===== src/design/rppg_pkg.sv =====
package rppg_pkg;

    localparam int MAX_RINGS    = 60;
    localparam int DEGREES      = 360;
    localparam int HALF_TURN    = 180;
    localparam int QUARTER_TURN = 90;

    // divider passes: full semi-height for the apex, 15-bit 60*j for a ring point
    localparam int DIV_BITS_AP = 24;
    localparam int DIV_BITS_PT = 15;

    localparam logic [2:0] CFG_RING_COUNT  = 3'd0;
    localparam logic [2:0] CFG_SEMI_HEIGHT = 3'd1;
    localparam logic [2:0] CFG_APEX_X      = 3'd2;
    localparam logic [2:0] CFG_APEX_Y      = 3'd3;
    localparam logic [2:0] CFG_APEX_Z      = 3'd4;

    localparam int STEP_W = 4;
    typedef logic [STEP_W-1:0] t_step;
    typedef logic [3:0] t_op;
    typedef logic [2:0] t_jc;

    localparam t_op OP_IDLE     = 4'd0;
    localparam t_op OP_NONE     = 4'd1;
    localparam t_op OP_PT_DIVLD = 4'd2;
    localparam t_op OP_MUL_X    = 4'd3;
    localparam t_op OP_ADD_X    = 4'd4;
    localparam t_op OP_MUL_Y    = 4'd5;
    localparam t_op OP_PT_OUT   = 4'd6;
    localparam t_op OP_AP_DIVLD = 4'd7;
    localparam t_op OP_AP_OUT   = 4'd8;

    localparam t_jc JC_NEXT     = 3'd0;
    localparam t_jc JC_ALWAYS   = 3'd1;
    localparam t_jc JC_NO_REQ   = 3'd2;
    localparam t_jc JC_APEX     = 3'd3;
    localparam t_jc JC_DIV_BUSY = 3'd4;
    localparam t_jc JC_OUT_BUSY = 3'd5;

    localparam t_step ST_WAIT   = 4'd0;
    localparam t_step ST_DECIDE = 4'd1;
    localparam t_step ST_PT_LD  = 4'd2;
    localparam t_step ST_PT_DIV = 4'd3;
    localparam t_step ST_MUL_X  = 4'd4;
    localparam t_step ST_ADD_X  = 4'd5;
    localparam t_step ST_MUL_Y  = 4'd6;
    localparam t_step ST_PT_OUT = 4'd7;
    localparam t_step ST_AP_LD  = 4'd8;
    localparam t_step ST_AP_DIV = 4'd9;
    localparam t_step ST_AP_OUT = 4'd10;

    typedef struct packed {
        t_op   op;
        t_jc   jc;
        t_step target;
        logic  fin;
    } t_ctl;

    typedef struct packed {
        logic req;
        logic apex;
        logic div_busy;
        logic out_busy;
    } t_stat;

    localparam logic [15:0] QUARTER_SINE [0:90] = '{
        16'd0, 16'd572, 16'd1144, 16'd1715, 16'd2286, 16'd2856, 16'd3425, 16'd3993,
        16'd4560, 16'd5126, 16'd5690, 16'd6252, 16'd6813, 16'd7371, 16'd7927, 16'd8481,
        16'd9032, 16'd9580, 16'd10126, 16'd10668, 16'd11207, 16'd11743, 16'd12275,
        16'd12803, 16'd13328, 16'd13848, 16'd14365, 16'd14876, 16'd15384, 16'd15886,
        16'd16384, 16'd16877, 16'd17364, 16'd17847, 16'd18324, 16'd18795, 16'd19261,
        16'd19720, 16'd20174, 16'd20622, 16'd21063, 16'd21498, 16'd21926, 16'd22348,
        16'd22763, 16'd23170, 16'd23571, 16'd23965, 16'd24351, 16'd24730, 16'd25102,
        16'd25466, 16'd25822, 16'd26170, 16'd26510, 16'd26842, 16'd27166, 16'd27482,
        16'd27789, 16'd28088, 16'd28378, 16'd28660, 16'd28932, 16'd29197, 16'd29452,
        16'd29698, 16'd29935, 16'd30163, 16'd30382, 16'd30592, 16'd30792, 16'd30983,
        16'd31164, 16'd31336, 16'd31499, 16'd31651, 16'd31795, 16'd31928, 16'd32052,
        16'd32166, 16'd32270, 16'd32365, 16'd32449, 16'd32524, 16'd32588, 16'd32643,
        16'd32688, 16'd32723, 16'd32748, 16'd32763, 16'd32767
    };

    function automatic logic signed [15:0] sine_q15(input logic [8:0] d);
        logic [7:0] m;
        logic [6:0] idx;
        logic [15:0] v;
        m = (d >= 9'(HALF_TURN)) ? 8'(d - 9'(HALF_TURN)) : d[7:0];
        idx = (m <= 8'(QUARTER_TURN)) ? m[6:0] : 7'(8'(HALF_TURN) - m);
        v = QUARTER_SINE[idx];
        sine_q15 = (d >= 9'(HALF_TURN)) ? 16'(-v) : v;
    endfunction

    // control store
    function automatic t_ctl micro_rom(input t_step s);
        t_ctl c;
        unique case (s)
            ST_WAIT:   c = '{op: OP_IDLE,     jc: JC_NO_REQ,   target: ST_WAIT,   fin: 1'b0};
            ST_DECIDE: c = '{op: OP_NONE,     jc: JC_APEX,     target: ST_AP_LD,  fin: 1'b0};
            ST_PT_LD:  c = '{op: OP_PT_DIVLD, jc: JC_NEXT,     target: ST_WAIT,   fin: 1'b0};
            ST_PT_DIV: c = '{op: OP_NONE,     jc: JC_DIV_BUSY, target: ST_PT_DIV, fin: 1'b0};
            ST_MUL_X:  c = '{op: OP_MUL_X,    jc: JC_NEXT,     target: ST_WAIT,   fin: 1'b0};
            ST_ADD_X:  c = '{op: OP_ADD_X,    jc: JC_NEXT,     target: ST_WAIT,   fin: 1'b0};
            ST_MUL_Y:  c = '{op: OP_MUL_Y,    jc: JC_NEXT,     target: ST_WAIT,   fin: 1'b0};
            ST_PT_OUT: c = '{op: OP_PT_OUT,   jc: JC_OUT_BUSY, target: ST_PT_OUT, fin: 1'b1};
            ST_AP_LD:  c = '{op: OP_AP_DIVLD, jc: JC_NEXT,     target: ST_WAIT,   fin: 1'b0};
            ST_AP_DIV: c = '{op: OP_NONE,     jc: JC_DIV_BUSY, target: ST_AP_DIV, fin: 1'b0};
            ST_AP_OUT: c = '{op: OP_AP_OUT,   jc: JC_OUT_BUSY, target: ST_AP_OUT, fin: 1'b1};
            default:   c = '{op: OP_NONE,     jc: JC_ALWAYS,   target: ST_WAIT,   fin: 1'b0};
        endcase
        micro_rom = c;
    endfunction

endpackage


===== src/design/rppg_div.sv =====
module rppg_div (
    input  logic        i_clk,
    input  logic        i_rst_n,
    input  logic        i_start,
    input  logic [23:0] i_dividend,
    input  logic [6:0]  i_divisor,
    input  logic [4:0]  i_last_cnt,
    output logic        o_busy,
    output logic [23:0] o_quot
);

    logic        r_busy;
    logic [4:0]  r_cnt;
    logic [5:0]  r_rem;
    logic [23:0] r_quo;
    logic [6:0]  r_dvs;

    logic        n_busy;
    logic [4:0]  n_cnt;
    logic [5:0]  n_rem;
    logic [23:0] n_quo;
    logic [6:0]  trial;
    logic        fits;

    // restoring division, one quotient bit per cycle
    always_comb begin
        trial = {r_rem, r_quo[23]};
        fits = (trial >= r_dvs);
        n_busy = r_busy;
        n_cnt = r_cnt;
        n_rem = r_rem;
        n_quo = r_quo;
        if (i_start) begin
            n_busy = 1'b1;
            n_cnt = i_last_cnt;
            n_rem = '0;
            n_quo = i_dividend;
        end else if (r_busy) begin
            n_rem = fits ? 6'(trial - r_dvs) : trial[5:0];
            n_quo = {r_quo[22:0], fits};
            n_cnt = r_cnt - 5'd1;
            n_busy = (r_cnt != 5'd0);
        end
    end

    always_ff @(posedge i_clk) begin
        if (!i_rst_n) begin
            r_busy <= 1'b0;
            r_cnt <= '0;
        end else begin
            r_busy <= n_busy;
            r_cnt <= n_cnt;
        end
    end

    always_ff @(posedge i_clk) begin
        r_rem <= n_rem;
        r_quo <= n_quo;
        if (i_start) begin
            r_dvs <= i_divisor;
        end
    end

    assign o_busy = r_busy;
    assign o_quot = r_quo;

endmodule


===== src/design/rppg_seq.sv =====
module rppg_seq (
    input  logic          i_clk,
    input  logic          i_rst_n,
    input  rppg_pkg::t_stat i_stat,
    output rppg_pkg::t_ctl  o_ctl
);

    rppg_pkg::t_step r_step;
    rppg_pkg::t_step n_step;
    rppg_pkg::t_ctl  ctl;
    logic            take;

    assign ctl = rppg_pkg::micro_rom(r_step);

    always_comb begin
        unique case (ctl.jc)
            rppg_pkg::JC_NEXT:     take = 1'b0;
            rppg_pkg::JC_ALWAYS:   take = 1'b1;
            rppg_pkg::JC_NO_REQ:   take = !i_stat.req;
            rppg_pkg::JC_APEX:     take = i_stat.apex;
            rppg_pkg::JC_DIV_BUSY: take = i_stat.div_busy;
            rppg_pkg::JC_OUT_BUSY: take = i_stat.out_busy;
            default:               take = 1'b1;
        endcase
        priority if (take) begin
            n_step = ctl.target;
        end else if (ctl.fin) begin
            n_step = rppg_pkg::ST_WAIT;
        end else begin
            n_step = r_step + 1'b1;
        end
    end

    always_ff @(posedge i_clk) begin
        if (!i_rst_n) begin
            r_step <= rppg_pkg::ST_WAIT;
        end else begin
            r_step <= n_step;
        end
    end

    assign o_ctl = ctl;

endmodule


===== src/design/ring_pupil_point_generator_top.sv =====
// Ring pupil point generator. Each request on the input stream yields one point of a
// ring pattern over a circular aperture: the apex first, then 6k points on ring k for
// k = 1..ring_count (ring_count clamped to 1..MAX_RINGS), the last one flagged with
// tlast, after which the pattern wraps to the apex. A request with restart set emits
// the apex at once. A short microcode program steps a bit-serial divider and one
// 16x31 multiplier. A ring point passes the steps load, divide, multiply x, add x,
// multiply y and output, an apex the steps load, divide and output; the divider forms
// a 15-bit quotient for the spoke angle and a 24-bit one for the ring spacing. After
// the output step the sequencer waits for the next request. The result sits in an
// output register, so the next request is taken while it waits; a result still
// waiting holds the sequencer at its output step. Configuration writes are taken at
// any time but belong between patterns; semi_height and ring_count take effect for the spacing at the next apex.
module ring_pupil_point_generator_top (
    input  logic         i_clk,
    input  logic         i_rst_n,
    input  logic         i_s_tvalid,
    output logic         o_s_tready,
    input  logic [7:0]   i_s_tdata,   // [0] restart
    output logic         o_m_tvalid,
    input  logic         i_m_tready,
    output logic [111:0] o_m_tdata,   // point_x, point_y, point_z, ring_number, spoke_degree
    output logic         o_m_tlast,
    input  logic         i_cfg_valid,
    output logic         o_cfg_ready,
    input  logic [2:0]   i_cfg_index,
    input  logic [31:0]  i_cfg_data
);

    logic [5:0]  r_ring_count;
    logic [23:0] r_semi;
    logic [31:0] r_apex_x;
    logic [31:0] r_apex_y;
    logic [31:0] r_apex_z;

    logic        r_restart;
    logic [5:0]  r_ring;
    logic [8:0]  r_spoke;
    logic [23:0] r_rstep;
    logic [29:0] r_acc;
    logic [8:0]  r_deg;
    logic signed [46:0] r_prod;
    logic [31:0] r_px;

    logic        r_ovalid;
    logic [31:0] r_ox;
    logic [31:0] r_oy;
    logic [31:0] r_oz;
    logic [5:0]  r_oring;
    logic [8:0]  r_odeg;
    logic        r_olast;

    rppg_pkg::t_ctl  ctl;
    rppg_pkg::t_stat stat;

    logic        in_fire;
    logic        out_busy;
    logic        do_pt_out;
    logic        do_ap_out;
    logic [5:0]  rings_used;
    logic [14:0] sixty_j;
    logic        div_start;
    logic        div_ap;
    logic [23:0] div_dividend;
    logic [6:0]  div_divisor;
    logic [4:0]  div_last;
    logic        div_busy;
    logic [23:0] div_quot;
    logic [8:0]  cos_deg;
    logic signed [15:0] trig;
    logic signed [30:0] radius;
    logic signed [46:0] prod_w;
    logic [8:0]  six_k;
    logic [9:0]  spoke_inc;
    logic        ring_end;
    logic        is_last;

    assign o_cfg_ready = 1'b1;

    always_ff @(posedge i_clk) begin
        if (!i_rst_n) begin
            r_ring_count <= 6'd3;
            r_semi <= 24'd256;
            r_apex_x <= '0;
            r_apex_y <= '0;
            r_apex_z <= '0;
        end else if (i_cfg_valid) begin
            unique case (i_cfg_index)
                rppg_pkg::CFG_RING_COUNT:  r_ring_count <= i_cfg_data[5:0];
                rppg_pkg::CFG_SEMI_HEIGHT: r_semi <= i_cfg_data[23:0];
                rppg_pkg::CFG_APEX_X:      r_apex_x <= i_cfg_data;
                rppg_pkg::CFG_APEX_Y:      r_apex_y <= i_cfg_data;
                rppg_pkg::CFG_APEX_Z:      r_apex_z <= i_cfg_data;
                default: ;
            endcase
        end
    end

    rppg_seq u_seq (
        .i_clk   (i_clk),
        .i_rst_n (i_rst_n),
        .i_stat  (stat),
        .o_ctl   (ctl)
    );

    rppg_div u_div (
        .i_clk      (i_clk),
        .i_rst_n    (i_rst_n),
        .i_start    (div_start),
        .i_dividend (div_dividend),
        .i_divisor  (div_divisor),
        .i_last_cnt (div_last),
        .o_busy     (div_busy),
        .o_quot     (div_quot)
    );

    assign o_s_tready = (ctl.op == rppg_pkg::OP_IDLE);
    assign in_fire = i_s_tvalid && o_s_tready;
    assign out_busy = r_ovalid && !i_m_tready;

    assign stat = '{req: i_s_tvalid,
                    apex: r_restart || (r_ring == 6'd0),
                    div_busy: div_busy,
                    out_busy: out_busy};

    assign do_pt_out = (ctl.op == rppg_pkg::OP_PT_OUT) && !out_busy;
    assign do_ap_out = (ctl.op == rppg_pkg::OP_AP_OUT) && !out_busy;

    // ring count clamped to 1..MAX_RINGS
    assign rings_used = (r_ring_count == 6'd0) ? 6'd1 :
                        (r_ring_count > 6'(rppg_pkg::MAX_RINGS)) ?
                        6'(rppg_pkg::MAX_RINGS) : r_ring_count;

    assign sixty_j = 15'({r_spoke, 6'b0}) - 15'({r_spoke, 2'b0});
    assign div_ap = (ctl.op == rppg_pkg::OP_AP_DIVLD);
    assign div_start = div_ap || (ctl.op == rppg_pkg::OP_PT_DIVLD);
    assign div_dividend = div_ap ? r_semi : {sixty_j, 9'b0};
    assign div_divisor = div_ap ? (7'(rings_used) + 7'd1) : {1'b0, r_ring};
    assign div_last = div_ap ? 5'(rppg_pkg::DIV_BITS_AP - 1) : 5'(rppg_pkg::DIV_BITS_PT - 1);

    // cosine through the sine table, a quarter turn ahead
    assign cos_deg = (r_deg >= 9'(rppg_pkg::DEGREES - rppg_pkg::QUARTER_TURN)) ?
                     (r_deg - 9'(rppg_pkg::DEGREES - rppg_pkg::QUARTER_TURN)) :
                     (r_deg + 9'(rppg_pkg::QUARTER_TURN));
    assign trig = (ctl.op == rppg_pkg::OP_MUL_Y) ? rppg_pkg::sine_q15(cos_deg) :
                  rppg_pkg::sine_q15(div_quot[8:0]);
    assign radius = {1'b0, r_acc};
    assign prod_w = trig * radius;

    assign six_k = 9'({r_ring, 2'b0}) + 9'({r_ring, 1'b0});
    assign spoke_inc = 10'(r_spoke) + 10'd1;
    assign ring_end = (spoke_inc >= 10'(six_k));
    assign is_last = ring_end && (r_ring >= rings_used);

    always_ff @(posedge i_clk) begin
        if (!i_rst_n) begin
            r_restart <= 1'b0;
            r_ring <= '0;
            r_spoke <= '0;
            r_rstep <= '0;
            r_acc <= '0;
            r_ovalid <= 1'b0;
        end else begin
            if (in_fire) begin
                r_restart <= i_s_tdata[0];
            end
            if (do_ap_out || do_pt_out) begin
                r_ovalid <= 1'b1;
            end else if (r_ovalid && i_m_tready) begin
                r_ovalid <= 1'b0;
            end
            if (do_ap_out) begin
                r_rstep <= div_quot;
                r_acc <= 30'(div_quot);
                r_ring <= 6'd1;
                r_spoke <= '0;
            end else if (do_pt_out) begin
                if (ring_end) begin
                    r_spoke <= '0;
                    if (is_last) begin
                        r_ring <= '0;
                    end else begin
                        r_ring <= r_ring + 6'd1;
                        r_acc <= r_acc + 30'(r_rstep);
                    end
                end else begin
                    r_spoke <= spoke_inc[8:0];
                end
            end
        end
    end

    always_ff @(posedge i_clk) begin
        if (ctl.op == rppg_pkg::OP_MUL_X) begin
            r_deg <= div_quot[8:0];
        end
        if (ctl.op == rppg_pkg::OP_MUL_X || ctl.op == rppg_pkg::OP_MUL_Y) begin
            r_prod <= prod_w;
        end
        if (ctl.op == rppg_pkg::OP_ADD_X) begin
            r_px <= r_apex_x + r_prod[46:15];
        end
        if (do_ap_out) begin
            r_ox <= r_apex_x;
            r_oy <= r_apex_y;
            r_oz <= r_apex_z;
            r_oring <= '0;
            r_odeg <= '0;
            r_olast <= 1'b0;
        end else if (do_pt_out) begin
            r_ox <= r_px;
            r_oy <= r_apex_y + r_prod[46:15];
            r_oz <= r_apex_z;
            r_oring <= r_ring;
            r_odeg <= r_deg;
            r_olast <= is_last;
        end
    end

    assign o_m_tvalid = r_ovalid;
    assign o_m_tdata = {1'b0, r_odeg, r_oring, r_oz, r_oy, r_ox};
    assign o_m_tlast = r_olast;

    a_ring_range: assert property (@(posedge i_clk) disable iff (!i_rst_n)
        r_ring <= 6'(rppg_pkg::MAX_RINGS))
        else $error("ring counter out of range");

    a_spoke_range: assert property (@(posedge i_clk) disable iff (!i_rst_n)
        (r_ring != 6'd0) |-> (10'(r_spoke) < 10'(six_k)))
        else $error("spoke counter past end of ring");

    a_last_on_ring: assert property (@(posedge i_clk) disable iff (!i_rst_n)
        (o_m_tvalid && o_m_tlast) |-> (r_oring != 6'd0))
        else $error("apex flagged as last point");

    a_apex_starts_ring: assert property (@(posedge i_clk) disable iff (!i_rst_n)
        do_ap_out |=> (r_ring == 6'd1 && r_spoke == 9'd0 && o_m_tvalid))
        else $error("apex did not start ring one");

endmodule


===== config.mk =====
export PLATFORM = sky130hd
export DESIGN_NAME = ring_pupil_point_generator_top
export DESIGN_NICKNAME = d
export VERILOG_FILES = /design/src/design/rppg_pkg.sv /design/src/design/rppg_div.sv /design/src/design/rppg_seq.sv /design/src/design/ring_pupil_point_generator_top.sv
export SDC_FILE = /design/constraint.sdc
export NUM_CORES = 2
export LEC_CHECK = 0
export ABC_AREA = 1
export BUFFER_PORTS_ARGS = -buffer_cell sky130_fd_sc_hd__buf_2
export CAP_MARGIN = 20
export CORE_MARGIN = 5
export CORE_UTILIZATION = 59
export CTS_BUF_LIST = sky130_fd_sc_hd__clkbuf_8
export CTS_CLUSTER_SIZE = 12
export DETAILED_ROUTE_END_ITERATION = 6
export HOLD_SLACK_MARGIN = 0.08
export PLACE_DENSITY = 0.78
export RECOVER_POWER = 50
export SLEW_MARGIN = 20
export SYNTH_ARGS = -nofsm -noshare
export SYNTH_HDL_FRONTEND = slang
export SYNTH_SLANG_ARGS = --single-unit

===== constraint.sdc =====
create_clock -name i_clk -period 11.9 [get_ports i_clk]
set_input_delay 2.38 -clock i_clk [delete_from_list [all_inputs] [get_ports i_clk]]
set_output_delay 2.38 -clock i_clk [all_outputs]
set_load 0.005 [all_outputs]

==> impl_results.md <==
- CTS tree: done
- Synth area leader: fa_1
- Gate count of the mapped netlist: about 5500
- Yosys reg bits: around 440
- Cell with the most instances after synthesis: nand2_1
- Unique masters post-synth: 72
- Final setup TNS: 0 ns
- Area growth syn-to-layout: 7.15%
- Clock Tree Buf Depth: 3
- Synth area leaders: fa_1 (19%), edfxtp_1 (14%), dfxtp_1 (11%)
- GRT Overall Usage: about a third
- Final Max Tran Viols: 416
- Clock transition at the registers of the reported paths: about 0.070 ns
- Commonest register cell after synthesis: dfxtp_1
- IO Count: roughly 160
- Sequential area share after synthesis: 25.4%
- Setup Viol. Count Final: 0
- Fillers: 6332
- Crit path launch type: flip-flop
- Max FO, Critical Path: 27
- Share of layout cells above drive strength 1: 7.87%
- Post-synth top cells: nand2_1 (938), inv_1 (897), nor2_1 (662), fa_1 (394), nand3_1 (388)
- Failing checks: capacitance limit, slew limit
- Die height: ~280 µm
- Row cnt: 98
- First-pass DRT Iterations: 6
- DP Wirelength: 97700 µm
- Share of the synthesized area in the top cell type: between 15 and 20%
- Min cycle time layout: roughly 11 ns
- Final Hold Vio Count: 0
- DR vias/cell: 5.81
- Initial antenna violation count: 2
- Final nets: 6359
- Die footprint: 77700 µm²
- First-pass GRT wire length: 201000 µm
- Worst-Margin Slew: 4.32 ns
- CP max-delay cell: fa_1
- Synth Area in Adders: 27.3%
- Hold_buf cts: 0
- Critical path required time: 12.26 ns
- DRC viols: 0
- Syn_area_per_cell: a little under 8 µm²
- Outcome: finished, violations left
- Multiplexer share of the synthesized area: 0%
- Vias in the first global route: approximately 37000
- Drt initial violations: roughly 3700
- Final Util: a little under two thirds
- Largest family of logic cells by synthesized area: adder cells
- Post-Syn Nets: around 6300
- Largest net degree at the start of global routing: 88
- Largest stage delay on the critical path: slightly below 0.6 ns
- Clock root cell: clkbuf_8
- Kind of critical path: reg2reg
- CTS buffer count: 61
- Gr ovfl total: 0
- Mapped Area: 42600 µm²
- Core area: approximately 70000 µm²
- WP data arrival: approximately 12 ns
- Fin crit share: a little over nine tenths
- Simple-Gate Fraction of Synth Area: 21.9%
- Clock Sinks: 441
- Starting Density: 59.5%
- EDFF count, synth: 200
- WL/cell: between 15 and 20 µm
- Xor-xnor portion of the synthesized cell area: 2.49%
- Worst-Skew Late Latency: 0.67 ns
- Via count: between 30000 and 40000
- Type of the worst min-delay path: reg2reg
- Port-buffer cells: 154
- H-tree depth: 2
- Max_cap viols: 8
- RSZ-0062 raised after global routing: no
- Post-route antenna net violation count: 0
- Ys async rst share: 0%
- Clk_skew: 0.0512 ns
- Max Freq: 89.3 MHz
- Final RePlAce weighted congestion: between 1 and 1.5
- Compound-cell area share of the yosys netlist: between 10% and 20%
- Synth warnings: 0
- Most frequent cell on the critical path: nand2_4
- CP endpoint kind: flip-flop
- Total length of routed wires: 127000 µm
- Worst slew margin: -191%
- Die X: 279 µm
-- through the flow --
step	hold slack, ns	setup WS (ns)	cells	cell area, µm²
5_1_grt	0.443	0.0877	6620	45700
3_5_place_dp	0.418	0.670	6503	44400
6_report	0.433	0.703	6620	45700
3_3_place_gp	0.412	0.732	6503	44400
2_1_floorplan	0.409	2.58	5516	42600
4_1_cts	0.434	0.611	6617	45700
-- path summary, 6_finish.rpt --
kind                            slack, ns                   end  depth (start not counted)                      start
worst min-delay path                 0.43    r_oz[30]$_DFFE_PP_                          0  r_apex_z[30]$_SDFFE_PN0P_
worst max-delay path                 0.70  r_prod[45]$_DFFE_PP_                         50         r_deg[2]$_DFFE_PP_
worst min register to register       0.43    r_oz[30]$_DFFE_PP_                          0  r_apex_z[30]$_SDFFE_PN0P_
worst max register to register       0.70  r_prod[45]$_DFFE_PP_                         50         r_deg[2]$_DFFE_PP_
-- metal layers --
layer / up-vias / wire [µm] / GRT usage (%)
met2: 2013 / 56900 / 50.9
met5: - / 0 / 0
met3: 398 / 12800 / 5.87
li1: 17906 / - / -
met4: 0 / 5420 / 11.8
met1: 18114 / 52300 / 43.7
-- cells in the final DEF, fill, tap and decap left out, types with 13 or more instances in the layout --
cell type  instances
fa_1             394
clkbuf_1          48
xnor2_1           34
nor2_1           661
a31oi_1           31
ha_1             299
buf_4             83
nand2_1          936
o21a_1            18
xor2_1            82
inv_1            913
inv_2             21
a22o_1            13
nand2_2           33
nand3_1          385
clkbuf_8          69
o21ai_0          382
dfxtp_1          241
clkinv_1          23
nand3_2           24
nor2_2            20
nor3_1            33
a21oi_1          326
nand3b_1          14
buf_2            112
edfxtp_1         200
o21ai_1           18
o211ai_1          45
nand4_1           33
-- state kept, by name (all words and copies together), names as in the netlist, 30 cells and up --
name	count
r_apex_x	32
r_apex_y	32
r_apex_z	32
r_ox	32
r_oy	32
r_oz	32
r_prod	32
r_px	32
r_acc	30
-- layout make-up --
class | count | area, µm² | area share [%]
clock buffer | 69 | 950 | 2.08
tap | 950 | 1190 | 2.60
clock inverter | 45 | 389 | 0.852
inverter | 935 | 3520 | 7.70
antenna | 1 | 2.50 | 0.00548
sequential | 441 | 10800 | 23.7
multi-input combinational | 3929 | 27300 | 59.7
timing repair buffer | 250 | 1510 | 3.31
-- critical path, delay by kind of cell (launching register included) --
family / cells / cell delay (ns)
AOI/OAI and AO/OA: 9 / 1.73
and+or+nand+nor: 25 / 3.66
xor gates and xnor gates: 1 / 0.17
adders and majority gates: 9 / 4.26
DFF: 1 / 0.46
buffers and inverters: 6 / 0.58
-- timing repair --
item                       in CTS  in global routing
hold endpoints to repair        0                  0
gates resized for setup         0                  5
buffers inserted                0                  1
setup endpoints to repair       0                 14
-- logic make-up after synthesis --
kind of cell	count (synthesis)
xor+xnor	118
other cells	2
fa+ha+maj	693
simple gates	2191
flops	441
buf+inv	1146
compound gates	925
Power is not shown: default switching activity piles up to over one toggle a cycle in this logic, so the estimate is an artifact.
